### src/hism_pkg.sv
// Shared codes for the handle and impact safety monitor.
// Holds event and reason codes and the configuration register indexes.
// No dependencies.
package hism_pkg;

  localparam int unsigned EV_W  = 2;
  localparam int unsigned RS_W  = 2;
  localparam int unsigned IDX_W = 3;
  localparam int unsigned SEC_W = 23;

  // event_res codes
  localparam logic [EV_W-1:0] EV_NONE = 2'd0;
  localparam logic [EV_W-1:0] EV_WARN = 2'd1;
  localparam logic [EV_W-1:0] EV_SHUT = 2'd2;

  // reason codes
  localparam logic [RS_W-1:0] RS_NONE   = 2'd0;
  localparam logic [RS_W-1:0] RS_HANDLE = 2'd1;
  localparam logic [RS_W-1:0] RS_LINK   = 2'd2;
  localparam logic [RS_W-1:0] RS_IMPACT = 2'd3;

  // configuration register indexes
  localparam logic [IDX_W-1:0] REG_DEBOUNCE   = 3'd0;
  localparam logic [IDX_W-1:0] REG_WARNING    = 3'd1;
  localparam logic [IDX_W-1:0] REG_SHUTOFF    = 3'd2;
  localparam logic [IDX_W-1:0] REG_HEALTH_CHK = 3'd3;
  localparam logic [IDX_W-1:0] REG_SAMPLE     = 3'd4;
  localparam logic [IDX_W-1:0] REG_THRESHOLD  = 3'd5;
  localparam logic [IDX_W-1:0] REG_CONFIRM    = 3'd6;

endpackage

### src/hism_ifs.sv
// Channel interfaces of the handle and impact safety monitor: tick input,
// result output and configuration write.
// Depends on hism_pkg for field widths.
interface hism_tick_if;
  logic               valid;
  logic               ready;
  logic [31:0]        now_ms;
  logic               handle_raw;
  logic               power_on;
  logic               link_ok;
  logic signed [15:0] accel_x;
  logic signed [15:0] accel_y;
  logic signed [15:0] accel_z;

  modport source (output valid, now_ms, handle_raw, power_on, link_ok,
                  accel_x, accel_y, accel_z, input ready);
  modport sink   (input valid, now_ms, handle_raw, power_on, link_ok,
                  accel_x, accel_y, accel_z, output ready);
endinterface

interface hism_res_if;
  logic                          valid;
  logic                          ready;
  logic [hism_pkg::EV_W-1:0]     event_res;
  logic [hism_pkg::RS_W-1:0]     reason;
  logic                          handle_contact;
  logic [hism_pkg::SEC_W-1:0]    seconds_left;
  logic                          sensor_healthy;
  logic                          reinit_request;

  modport source (output valid, event_res, reason, handle_contact, seconds_left,
                  sensor_healthy, reinit_request, input ready);
  modport sink   (input valid, event_res, reason, handle_contact, seconds_left,
                  sensor_healthy, reinit_request, output ready);
endinterface

interface hism_cfg_if;
  logic                       valid;
  logic                       ready;
  logic [hism_pkg::IDX_W-1:0] index;
  logic [31:0]                data;

  modport source (output valid, index, data, input ready);
  modport sink   (input valid, index, data, output ready);
endinterface

### src/handle_and_impact_safety_monitor.sv
// Handle and impact safety monitor, top level.
// Depends on hism_pkg and the channel interfaces in hism_ifs.sv.
//
// One tick beat in, one result beat out, in order. The block takes a new beat
// every cycle unless results stall, and each accepted tick passes through the
// registered stages in order: an input stage registers the tick and the three
// axis squares, a state stage runs debounce, link check, impact test and
// inactivity timing and updates all state, and the output stage turns the
// remaining milliseconds into whole seconds with one reciprocal multiply. The
// rate is set by the state stage, where each tick's update must finish before
// the next tick is seen. Configuration writes are taken every cycle and must
// only be made while no tick is in flight. There is no clearing pass after reset.
module handle_and_impact_safety_monitor (
  input  logic            clk,
  input  logic            rst,
  hism_tick_if.sink       tick,
  hism_res_if.source      res,
  hism_cfg_if.sink        cfg
);

  // ceil(rem / 1000) = floor(((rem + 999) >> 3) / 125), done by reciprocal
  localparam int unsigned     DIV_N     = 30;
  localparam int unsigned     DIV_SHIFT = DIV_N + 7;
  localparam logic [30:0]     DIV_RECIP = 31'd1099511628;
  localparam logic [32:0]     MS_ROUND  = 33'd999;

  typedef struct packed {
    logic [hism_pkg::EV_W-1:0] ev;
    logic [hism_pkg::RS_W-1:0] rs;
    logic                      contact;
    logic [31:0]               rem;
    logic                      healthy;
    logic                      reinit;
  } stage_res_t;

  // configuration
  logic [15:0] debounce_ms, health_check_ms, sample_ms, impact_threshold;
  logic [15:0] confirm_ms;
  logic [31:0] warning_ms, shutoff_ms;
  logic [31:0] thr_sq;

  assign cfg.ready = 1'b1;

  always_ff @(posedge clk) begin
    if (rst) begin
      debounce_ms       <= 16'd50;
      warning_ms        <= 32'd25000;
      shutoff_ms        <= 32'd30000;
      health_check_ms   <= 16'd1000;
      sample_ms         <= 16'd10;
      impact_threshold  <= 16'd49152;
      confirm_ms        <= 16'd50;
    end else if (cfg.valid) begin
      unique case (cfg.index)
        hism_pkg::REG_DEBOUNCE:   debounce_ms       <= cfg.data[15:0];
        hism_pkg::REG_WARNING:    warning_ms        <= cfg.data;
        hism_pkg::REG_SHUTOFF:    shutoff_ms        <= cfg.data;
        hism_pkg::REG_HEALTH_CHK: health_check_ms   <= cfg.data[15:0];
        hism_pkg::REG_SAMPLE:     sample_ms         <= cfg.data[15:0];
        hism_pkg::REG_THRESHOLD:  impact_threshold  <= cfg.data[15:0];
        hism_pkg::REG_CONFIRM:    confirm_ms        <= cfg.data[15:0];
        default: ;
      endcase
    end
  end

  // threshold squared is registered, following the register in the next cycle
  always_ff @(posedge clk) begin
    thr_sq <= 32'(impact_threshold) * 32'(impact_threshold);
  end

  // pipeline handshake
  logic s1_valid, s2_valid, out_valid;
  logic s1_ready, s2_ready, s3_ready;

  assign s3_ready   = !out_valid || res.ready;
  assign s2_ready   = !s2_valid || s3_ready;
  assign s1_ready   = !s1_valid || s2_ready;
  assign tick.ready = s1_ready;

  always_ff @(posedge clk) begin
    if (rst) begin
      s1_valid  <= 1'b0;
      s2_valid  <= 1'b0;
      out_valid <= 1'b0;
    end else begin
      if (s1_ready) s1_valid  <= tick.valid;
      if (s2_ready) s2_valid  <= s1_valid;
      if (s3_ready) out_valid <= s2_valid;
    end
  end

  // input stage: register the beat and the axis squares
  logic signed [31:0] prod_x, prod_y, prod_z;
  logic [31:0] s1_now;
  logic        s1_raw, s1_power, s1_link;
  logic [30:0] s1_sq_x, s1_sq_y, s1_sq_z;

  assign prod_x = tick.accel_x * tick.accel_x;
  assign prod_y = tick.accel_y * tick.accel_y;
  assign prod_z = tick.accel_z * tick.accel_z;

  always_ff @(posedge clk) begin
    if (tick.valid && s1_ready) begin
      s1_now   <= tick.now_ms;
      s1_raw   <= tick.handle_raw;
      s1_power <= tick.power_on;
      s1_link  <= tick.link_ok;
      s1_sq_x  <= prod_x[30:0];
      s1_sq_y  <= prod_y[30:0];
      s1_sq_z  <= prod_z[30:0];
    end
  end

  // state stage
  logic        raw_last, stable_contact, warning_done, healthy_flag, impact_active;
  logic [31:0] raw_changed_at, released_at, rem_ms;
  logic [31:0] last_check_at, last_sample_at, impact_start_at;

  logic        raw_last_next, stable_contact_next, warning_done_next;
  logic        healthy_flag_next, impact_active_next;
  logic [31:0] raw_changed_at_next, released_at_next, rem_ms_next;
  logic [31:0] last_check_at_next, last_sample_at_next, impact_start_at_next;

  logic [31:0] mag_sum, elapsed;
  logic        over_thr, link_lost, impact_shut;
  stage_res_t  s2_res, s2_res_next;

  always_comb begin
    raw_last_next        = raw_last;
    raw_changed_at_next  = raw_changed_at;
    stable_contact_next  = stable_contact;
    warning_done_next    = warning_done;
    released_at_next     = released_at;
    rem_ms_next          = rem_ms;
    healthy_flag_next    = healthy_flag;
    last_check_at_next   = last_check_at;
    last_sample_at_next  = last_sample_at;
    impact_active_next   = impact_active;
    impact_start_at_next = impact_start_at;
    link_lost            = 1'b0;
    impact_shut          = 1'b0;
    s2_res_next          = '0;

    mag_sum  = 32'(s1_sq_x) + 32'(s1_sq_y) + 32'(s1_sq_z);
    over_thr = mag_sum >= thr_sq;
    elapsed  = '0;

    // debounce
    if (s1_raw != raw_last) begin
      raw_last_next       = s1_raw;
      raw_changed_at_next = s1_now;
    end
    if (s1_raw != stable_contact &&
        (s1_now - raw_changed_at_next) >= 32'(debounce_ms)) begin
      stable_contact_next = s1_raw;
      warning_done_next   = 1'b0;
      rem_ms_next         = '0;
      if (!s1_raw) released_at_next = s1_now;
    end

    // link health check
    if ((s1_now - last_check_at) >= 32'(health_check_ms)) begin
      last_check_at_next = s1_now;
      s2_res_next.reinit = !healthy_flag;
      healthy_flag_next  = s1_link;
      if (healthy_flag && !s1_link) begin
        impact_active_next = 1'b0;
        link_lost          = 1'b1;
      end
    end

    // impact sampling, skipped while the link is down
    if (!link_lost && healthy_flag_next &&
        (s1_now - last_sample_at) >= 32'(sample_ms)) begin
      last_sample_at_next = s1_now;
      if (over_thr) begin
        if (!impact_active) impact_start_at_next = s1_now;
        impact_active_next = 1'b1;
        if ((s1_now - impact_start_at_next) >= 32'(confirm_ms) && s1_power) begin
          impact_active_next = 1'b0;
          impact_shut        = 1'b1;
        end
      end else begin
        impact_active_next = 1'b0;
      end
    end

    if (link_lost) begin
      s2_res_next.ev = hism_pkg::EV_SHUT;
      s2_res_next.rs = hism_pkg::RS_LINK;
    end else if (impact_shut) begin
      s2_res_next.ev = hism_pkg::EV_SHUT;
      s2_res_next.rs = hism_pkg::RS_IMPACT;
    end else if (!s1_power || stable_contact_next) begin
      rem_ms_next = '0;
    end else begin
      // inactivity countdown
      elapsed = s1_now - released_at_next;
      if (elapsed >= shutoff_ms) begin
        rem_ms_next    = '0;
        s2_res_next.ev = hism_pkg::EV_SHUT;
        s2_res_next.rs = hism_pkg::RS_HANDLE;
      end else begin
        rem_ms_next = shutoff_ms - elapsed;
        if (elapsed >= warning_ms && !warning_done_next) begin
          warning_done_next = 1'b1;
          s2_res_next.ev    = hism_pkg::EV_WARN;
        end
      end
    end

    s2_res_next.contact = stable_contact_next;
    s2_res_next.rem     = rem_ms_next;
    s2_res_next.healthy = healthy_flag_next;
  end

  always_ff @(posedge clk) begin
    if (rst) begin
      raw_last        <= 1'b0;
      raw_changed_at  <= '0;
      stable_contact  <= 1'b0;
      warning_done    <= 1'b0;
      released_at     <= '0;
      rem_ms          <= '0;
      healthy_flag    <= 1'b1;
      last_check_at   <= '0;
      last_sample_at  <= '0;
      impact_active   <= 1'b0;
      impact_start_at <= '0;
    end else if (s1_valid && s2_ready) begin
      raw_last        <= raw_last_next;
      raw_changed_at  <= raw_changed_at_next;
      stable_contact  <= stable_contact_next;
      warning_done    <= warning_done_next;
      released_at     <= released_at_next;
      rem_ms          <= rem_ms_next;
      healthy_flag    <= healthy_flag_next;
      last_check_at   <= last_check_at_next;
      last_sample_at  <= last_sample_at_next;
      impact_active   <= impact_active_next;
      impact_start_at <= impact_start_at_next;
    end
  end

  always_ff @(posedge clk) begin
    if (s1_valid && s2_ready) s2_res <= s2_res_next;
  end

  // output stage: remaining ms to whole seconds, rounded up
  logic [32:0]          rem_round;
  logic [DIV_N-1:0]     div_in;
  logic [DIV_N+30:0]    div_prod;
  logic [hism_pkg::EV_W-1:0]  out_ev;
  logic [hism_pkg::RS_W-1:0]  out_rs;
  logic                       out_contact, out_healthy, out_reinit;
  logic [hism_pkg::SEC_W-1:0] out_seconds;

  assign rem_round = 33'(s2_res.rem) + MS_ROUND;
  assign div_in    = rem_round[32:3];
  assign div_prod  = (DIV_N+31)'(div_in) * (DIV_N+31)'(DIV_RECIP);

  always_ff @(posedge clk) begin
    if (s2_valid && s3_ready) begin
      out_ev      <= s2_res.ev;
      out_rs      <= s2_res.rs;
      out_contact <= s2_res.contact;
      out_healthy <= s2_res.healthy;
      out_reinit  <= s2_res.reinit;
      out_seconds <= div_prod[DIV_SHIFT+hism_pkg::SEC_W-1:DIV_SHIFT];
    end
  end

  assign res.valid          = out_valid;
  assign res.event_res      = out_ev;
  assign res.reason         = out_rs;
  assign res.handle_contact = out_contact;
  assign res.seconds_left   = out_seconds;
  assign res.sensor_healthy = out_healthy;
  assign res.reinit_request = out_reinit;

endmodule

### src/flat_wrapper.sv
// flat-port wrapper written by rule: the top's interface ports become plain ports
module handle_and_impact_safety_monitor_flat 
  (clk, rst, tick_valid, tick_now_ms, tick_handle_raw, tick_power_on, tick_link_ok, tick_accel_x, tick_accel_y, tick_accel_z, tick_ready, res_valid, res_event_res, res_reason, res_handle_contact, res_seconds_left, res_sensor_healthy, res_reinit_request, res_ready, cfg_valid, cfg_index, cfg_data, cfg_ready);
  hism_tick_if tick_i ();
  hism_res_if res_i ();
  hism_cfg_if cfg_i ();
  input  logic clk;
  input  logic rst;
  input wire logic [$bits(tick_i.valid)-1:0] tick_valid;
  input wire logic [$bits(tick_i.now_ms)-1:0] tick_now_ms;
  input wire logic [$bits(tick_i.handle_raw)-1:0] tick_handle_raw;
  input wire logic [$bits(tick_i.power_on)-1:0] tick_power_on;
  input wire logic [$bits(tick_i.link_ok)-1:0] tick_link_ok;
  input wire logic [$bits(tick_i.accel_x)-1:0] tick_accel_x;
  input wire logic [$bits(tick_i.accel_y)-1:0] tick_accel_y;
  input wire logic [$bits(tick_i.accel_z)-1:0] tick_accel_z;
  output wire logic [$bits(tick_i.ready)-1:0] tick_ready;
  output wire logic [$bits(res_i.valid)-1:0] res_valid;
  output wire logic [$bits(res_i.event_res)-1:0] res_event_res;
  output wire logic [$bits(res_i.reason)-1:0] res_reason;
  output wire logic [$bits(res_i.handle_contact)-1:0] res_handle_contact;
  output wire logic [$bits(res_i.seconds_left)-1:0] res_seconds_left;
  output wire logic [$bits(res_i.sensor_healthy)-1:0] res_sensor_healthy;
  output wire logic [$bits(res_i.reinit_request)-1:0] res_reinit_request;
  input wire logic [$bits(res_i.ready)-1:0] res_ready;
  input wire logic [$bits(cfg_i.valid)-1:0] cfg_valid;
  input wire logic [$bits(cfg_i.index)-1:0] cfg_index;
  input wire logic [$bits(cfg_i.data)-1:0] cfg_data;
  output wire logic [$bits(cfg_i.ready)-1:0] cfg_ready;
  assign tick_i.valid = tick_valid;
  assign tick_i.now_ms = tick_now_ms;
  assign tick_i.handle_raw = tick_handle_raw;
  assign tick_i.power_on = tick_power_on;
  assign tick_i.link_ok = tick_link_ok;
  assign tick_i.accel_x = tick_accel_x;
  assign tick_i.accel_y = tick_accel_y;
  assign tick_i.accel_z = tick_accel_z;
  assign tick_ready = tick_i.ready;
  assign res_valid = res_i.valid;
  assign res_event_res = res_i.event_res;
  assign res_reason = res_i.reason;
  assign res_handle_contact = res_i.handle_contact;
  assign res_seconds_left = res_i.seconds_left;
  assign res_sensor_healthy = res_i.sensor_healthy;
  assign res_reinit_request = res_i.reinit_request;
  assign res_i.ready = res_ready;
  assign cfg_i.valid = cfg_valid;
  assign cfg_i.index = cfg_index;
  assign cfg_i.data = cfg_data;
  assign cfg_ready = cfg_i.ready;
  handle_and_impact_safety_monitor u_core (.clk(clk), .rst(rst), .tick(tick_i), .res(res_i), .cfg(cfg_i));
endmodule
### config.mk
export PLATFORM = sky130hd
export DESIGN_NAME = handle_and_impact_safety_monitor_flat
export DESIGN_NICKNAME = d
export VERILOG_FILES = /design/src/hism_pkg.sv /design/src/hism_ifs.sv /design/src/handle_and_impact_safety_monitor.sv /design/src/flat_wrapper.sv
export SDC_FILE = /design/constraint.sdc
export NUM_CORES = 2
export LEC_CHECK = 0
export BUFFER_PORTS_ARGS = -buffer_cell sky130_fd_sc_hd__buf_2
export CORE_ASPECT_RATIO = 0.75
export CORE_MARGIN = 1.5
export CORE_UTILIZATION = 25
export DETAILED_ROUTE_END_ITERATION = 8
export GPL_ROUTABILITY_DRIVEN = 0
export SKIP_CTS_REPAIR_TIMING = 1
export SLEW_MARGIN = 20
export SYNTH_ARGS = -nofsm -noshare
export SYNTH_HDL_FRONTEND = slang
export SYNTH_SLANG_ARGS = --single-unit
### constraint.sdc
create_clock -name clk -period 13.6 [get_ports clk]
set_input_delay 2.72 -clock clk [delete_from_list [all_inputs] [get_ports clk]]
set_output_delay 2.72 -clock clk [all_outputs]
set_load 0.01 [all_outputs]
[After elaboration in Yosys (flattened, before gate mapping)]
Cells that the tools add are included.
Storage, ports and cells
  register bits: 573
  bits in latches: 0
  bits in writable memories: 0
  ROM bits: 0
  bits of input ports: 123
  output and inout port bits: 33
  word-level logic and storage cells: 144
  memories: 0
Operators by class
  add/subtract/negate cells: 9
  $mul: 5
  divide/modulo/power cells: 0
  magnitude comparators: 7
  equal/unequal tests: 8
  shift operators: 0
  muxes and demuxes: 34
  bitwise operators: 0
  reduce and logical (&&, ||, !) cells: 38
Operator list (number)
  $mux 32: 11
  $sub 32x32->32: 6
  $ge 32x16->1: 4
  $ge 32x32->1: 3
  $mul 16x16->31: 3
  $mul 30x29->58 const B: 1
  $add 32x10->33 const B: 1
  $add 31x31->32: 1
  $add 32x31->32: 1
  $mul 16x16->32: 1
  $mux 1: 21
  $reduce_and 2->1: 10
  $eq 3x3->1 const B: 3
  $logic_and 1x1->1: 9
  $logic_not 1->1: 8
  $eq 3x2->1 const B: 2
  $reduce_and 3->1: 2
  $logic_or 1x1->1: 4
  $mux 4: 1
  $reduce_bool 2->1: 2
  $reduce_or 4->1: 1
  $eq 3x1->1 const B: 1
  $logic_not 3->1: 1
  $mux 2: 1
  other kinds (2): 3

[Depth between registers and ports, before layout]
  depth in word-level cells: 16
  mapped depth: 56
  gate-level depth less buffers: 52

[Least setup slack after synthesis]
OpenSTA, ideal clock, no wires.
  kind: reg-to-reg
  start point: reg u_core.s1_raw
  end point: reg u_core.s2_res[2] (netlist bit) (data pin)
  library setup time: 0.256 ns
  data arrival time: 10.656 ns
  required time: 13.344 ns
  path slack: 2.688 ns
  stages on the path, launching flop included: 47
  path buffers: 5
  period minus slack after synthesis: 10.912 ns
  cells stage by stage: edfxtp_1 -> buf_2 -> xnor2_2 -> buf_6 -> clkbuf_1 -> o21ai_0 -> ha_1 -> a22o_1 -> o32a_1 -> a2bb2oi_2 -> o311ai_4 -> a31o_2 -> xor2_1 -> ha_1 -> a21o_1 -> a21oi_1 -> o221ai_1 -> nor4_1 -> [... 11 more ...] -> o21ai_0 -> o41ai_1 -> o21a_1 -> o211ai_1 -> o41ai_1 -> o2111ai_1 -> a31oi_1 -> nor2b_1 -> o21a_1 -> o41ai_1 -> xor2_1 -> ha_1 -> and4_1 -> nand4_1 -> o41ai_1 -> nor4_4 -> buf_4 -> a22o_1
Between the ends
  word-level cells in the longest chain between the ends: 12
  elaborated cells between the ends (all ways): 18
  those cells by class: add/sub: 3; order compare: 2; eq/ne: 2; mux: 9; reduce/logical: 2
RTL lines
  from (decl): RTL line handle_and_impact_safety_monitor.sv:96  | logic s1_raw, s1_power, s1_link;
  from (signal assigned): RTL line handle_and_impact_safety_monitor.sv:106  | s1_raw <= tick.handle_raw;
  $ne 1x1->1 (*): RTL line handle_and_impact_safety_monitor.sv:150  | if (s1_raw != raw_last) begin
  $mux 32 (*): RTL line handle_and_impact_safety_monitor.sv:150
  named net u_core.raw_changed_at_next[0]: RTL line handle_and_impact_safety_monitor.sv:122  | logic [31:0] raw_changed_at_next, released_at_next, rem_ms_next;
  $sub 32x32->32 (*): RTL line handle_and_impact_safety_monitor.sv:155  | (s1_now - raw_changed_at_next) >= 32'(debounce_ms)) begin
  $ge 32x16->1 (*): RTL line handle_and_impact_safety_monitor.sv:155
  $logic_and 1x1->1 (*): RTL line handle_and_impact_safety_monitor.sv:154  | if (s1_raw != stable_contact &&
  $mux 32: RTL line handle_and_impact_safety_monitor.sv:154
  $sub 32x32->32: RTL line handle_and_impact_safety_monitor.sv:199  | elapsed = s1_now - released_at_next;
  $sub 32x32->32 or $ge 32x32->1 (tied branches): RTL line handle_and_impact_safety_monitor.sv:205, handle_and_impact_safety_monitor.sv:200
  $mux 32: RTL line handle_and_impact_safety_monitor.sv:200  | if (elapsed >= shutoff_ms) begin
  $mux 32: RTL line handle_and_impact_safety_monitor.sv:195  | end else if (!s1_power || stable_contact_next) begin
  $mux 32: RTL line handle_and_impact_safety_monitor.sv:192  | end else if (impact_shut) begin
  $mux 32 (*): RTL line handle_and_impact_safety_monitor.sv:189  | if (link_lost) begin
  named net u_core.rem_ms_next[0]: RTL line handle_and_impact_safety_monitor.sv:122
  to (signal assigned): RTL line handle_and_impact_safety_monitor.sv:247  | if (s1_valid && s2_ready) s2_res <= s2_res_next;
  to (decl): RTL line handle_and_impact_safety_monitor.sv:127  | stage_res_t s2_res, s2_res_next;
Mark *: on every way through the listed nets, which the timed path passes. The rest lies on a longest branch.
A chain may end at the register's enable or synchronous reset.

[Worst setup path after layout]
  start point: reg u_core.s1_raw
  end point: reg u_core.s2_res[33] (netlist bit) (data pin)
Between the ends
  word-level cells in the longest chain between the ends: 12
  elaborated cells between the ends (all ways): 18
  those cells by class: add/sub: 3; order compare: 2; eq/ne: 2; mux: 9; reduce/logical: 2
RTL lines (RTL line)
  $ne 1x1->1 (*): handle_and_impact_safety_monitor.sv:150
  $mux 32 (*): handle_and_impact_safety_monitor.sv:150
  named net u_core.raw_changed_at_next[0]: handle_and_impact_safety_monitor.sv:122
  $sub 32x32->32 (*): handle_and_impact_safety_monitor.sv:155
  $ge 32x16->1 (*): handle_and_impact_safety_monitor.sv:155
  $logic_and 1x1->1 (*): handle_and_impact_safety_monitor.sv:154
  $mux 32 (*): handle_and_impact_safety_monitor.sv:154
  named net u_core.released_at_next[0]: handle_and_impact_safety_monitor.sv:122
  $sub 32x32->32 (*): handle_and_impact_safety_monitor.sv:199
  $sub 32x32->32 or $ge 32x32->1 (tied branches): handle_and_impact_safety_monitor.sv:205, handle_and_impact_safety_monitor.sv:200
  $mux 32 (*): handle_and_impact_safety_monitor.sv:200
  $mux 32 (*): handle_and_impact_safety_monitor.sv:195
  $mux 32 (*): handle_and_impact_safety_monitor.sv:192
  $mux 32 (*): handle_and_impact_safety_monitor.sv:189
  named net u_core.rem_ms_next[31]: handle_and_impact_safety_monitor.sv:122
Marks and branches as above.

==> results.txt <==
Clock Skews -> 0.0668 ns
Number of enable flip-flop cells after synthesis -> 194
Leftover overflow at the end of global routing -> 0
Largest fanout on the critical path -> 60
Count of different cell masters after synthesis -> 98
Max reg flops -> 39
Detailed placement HPWL -> 178,000 um
Kind of critical path -> reg -> reg
Worst-path clk slew -> 0.07 ns
Syn. warnings -> 0
Total number of clock tree sinks -> 569
Most area-hungry cell type in the Yosys netlist -> fa_1
1st-pass router iterations -> 6
Most Crowded Layer GR -> met2
Register area share after synthesis -> 16.4%
Startpoint type of the worst setup path -> flop
Area share of the leading cell type in the synthesized netlist -> 29.0%
Number of core rows -> 181
Cell occurring most often along the worst timing path -> ha_1
Arr. time, crit path -> 13.28 ns
Die H -> 497 um
Setup tns final -> 0 ns
Max stage delay on crit path -> 0.59 ns
Area of the core region -> 324,000 sq um
Die Area -> 328,000 sq um
Via count -> 59,100
Maximum frequency from static timing analysis -> 0.0784 GHz
Total routing resource utilization after global routing -> 13.4%
Avg Inst Size Synth -> 9.22 sq um
Clk Latency, worst-skew pair -> 0.68 ns
Hold Path Class -> reg -> reg
Hold violation total from the final report -> 0
Ports placed on the boundary -> 156
Remaining design rule violation count -> 0
Cell types occupying the most area after synthesis -> fa_1, ha_1, dfxtp_1
Commonest cells after routing, fill and taps aside -> inv_1, fa_1, ha_1, nand2_1, nor2_1
Run status -> complete, no violations
Vias in the first global route -> 58,300
Relative max-transition margin -> 29.9%
Detail-routed net length per standard cell -> 16.5 um
Max-capacitance violation count -> 0
Wire length of the first global-routing pass -> 344,000 um
Pin count of the biggest net entering global routing -> 93
Met3 GRT Util -> 2.48%
Number of buffers inserted by port buffering -> 154
CTS H-tree depth -> 3
Die boundary width -> 661 um
TritonCTS clock tree -> done
Global Route met1 Usage -> 20.0%
Post-route minimum period -> 12.75 ns
Slew at the pin closest to its max-slew limit -> 1.05 ns
Most common flop cell mapped by yosys -> dfxtp_1
Register with the highest flop count -> u_core.s2_res
Fraction of final layout cells sized beyond drive strength 1 -> 4.98%
Final wirelength -> 219,000 um
Fraction of synthesis flops using an asynchronous set or reset pin -> 0%
Most common cell after layout, fill and taps aside -> inv_1
Slew Viols, Final -> 0
Highest-delay cell along the critical path -> o41ai_1
Ratio of final minimum period to clock period -> 93.8%
Net count reported at finish -> 11,200
Cts bufs inserted -> 70
Data required time at the worst endpoint -> 14.12 ns
Layout-stage area growth over the synthesis result -> 10.4%
Worst path buffer plus inverter count -> 3
Residual antenna-violating net count after detailed routing -> 0
Final design instance area without fill -> 89,600 sq um
Number of standard cells after synthesis -> 8,810
Filler cell count in the final layout -> 34,500
CP top delay family -> compound AO/OA/AOI/OAI gates
Via density per instance -> 4.46
Number of setup violations in the final report -> 0
Met2 track utilization from global routing -> 20.2%
RSZ-0062 raised after global routing -> no
Synth Register Bits -> 569
Effective utilization at floorplan -> 25.1%
Area of the mapped netlist -> 81,200 sq um
Post-place instance area -> 87,200 sq um
Crit end category -> flop
Number of DRC markers after the initial detailed-route iteration -> 4,053
Bufs on Longest Clock Path -> 3
Root buf cell -> clkbuf_16
Antenna violations before repair -> 24
worst paths after layout:
path	startpoint	endpoint	slack, ns	cells after the start
worst min-delay path	u_core.s2_res[34]$_DFFE_PP_	u_core.res.handle_contact$_DFFE_PP_	0.43	0
worst min register to register	u_core.s2_res[34]$_DFFE_PP_	u_core.res.handle_contact$_DFFE_PP_	0.43	0
worst max register to register	u_core.s1_raw$_DFFE_PP_	u_core.s2_res[33]$_DFFE_PP_	0.85	46
worst max-delay path	u_core.s1_raw$_DFFE_PP_	u_core.s2_res[33]$_DFFE_PP_	0.85	46
kinds of logic after synthesis:
logic type / synth area share (%)
DFF: 16.4
buffers and inverters: 10.1
and+or+nand+nor: 11.6
xor gates and xnor gates: 3.89
other: 0.00925
adders and majority gates: 45.1
muxes: 2.44
AOI/OAI and AO/OA: 10.5
metal layers:
metal  share of wire [%]  routed length (um)
met1                  49              107000
met2                  42               92000
met3                 7.1               15600
met4                 1.7                3710
met5               0.031                  68
cells in the mapped netlist, drive strengths merged (37+ instances only):
library cell / instances
nor2: 499
buf: 49
nand2: 727
nand4: 56
a21o: 144
clkbuf: 185
ha: 1041
inv: 1928
a21oi: 444
o21a: 49
a31oi: 37
nand3: 94
edfxtp: 194
fa: 1175
a211oi: 87
xor2: 108
and2: 213
xnor2: 250
o21ai: 180
dfxtp: 375
nand2b: 79
nor3: 82
and3: 56
o21bai: 47
mux2i: 190
nor2b: 78
cell type report:
type / instances / area [sq um] / area share, %
Antenna cell: 7 / 17.5 / 0.0195
Clock buffer: 97 / 2090 / 2.33
Clock inverter: 33 / 332 / 0.370
Inverter: 1931 / 7250 / 8.09
Multi-Input combinational cell: 6078 / 59800 / 66.7
Sequential cell: 569 / 13300 / 14.9
Tap cell: 4300 / 5380 / 6.00
Timing Repair Buffer: 239 / 1420 / 1.58
worst reg2reg max path, delay by kind of cell, from the launching register on:
kind            cells  cell delay [ns]
compound gates     26             7.04
xor+xnor            3             0.50
fa+ha+maj           5             1.43
buf+inv             3             0.84
flops               1             0.56
mux                 1             0.36
simple gates        8             1.88
stage by stage:
| step | hold slack, ns | std cells | util (%) | worst slack [ns] |
|---|---|---|---|---|
| after floorplan | 0.400 | 8812 | - | 2.69 |
| after global placement | 0.406 | 13100 | 26.9 | 1.06 |
| after detailed placement | 0.405 | 13100 | 26.9 | 0.888 |
| after CTS | 0.440 | 13200 | 27.7 | 0.788 |
| after global routing | 0.448 | 13300 | 27.7 | 0.0835 |
| final | 0.431 | 13300 | 27.7 | 0.848 |
Power is not shown: default switching activity piles up to over one toggle a cycle in this logic, so the estimate is an artifact.
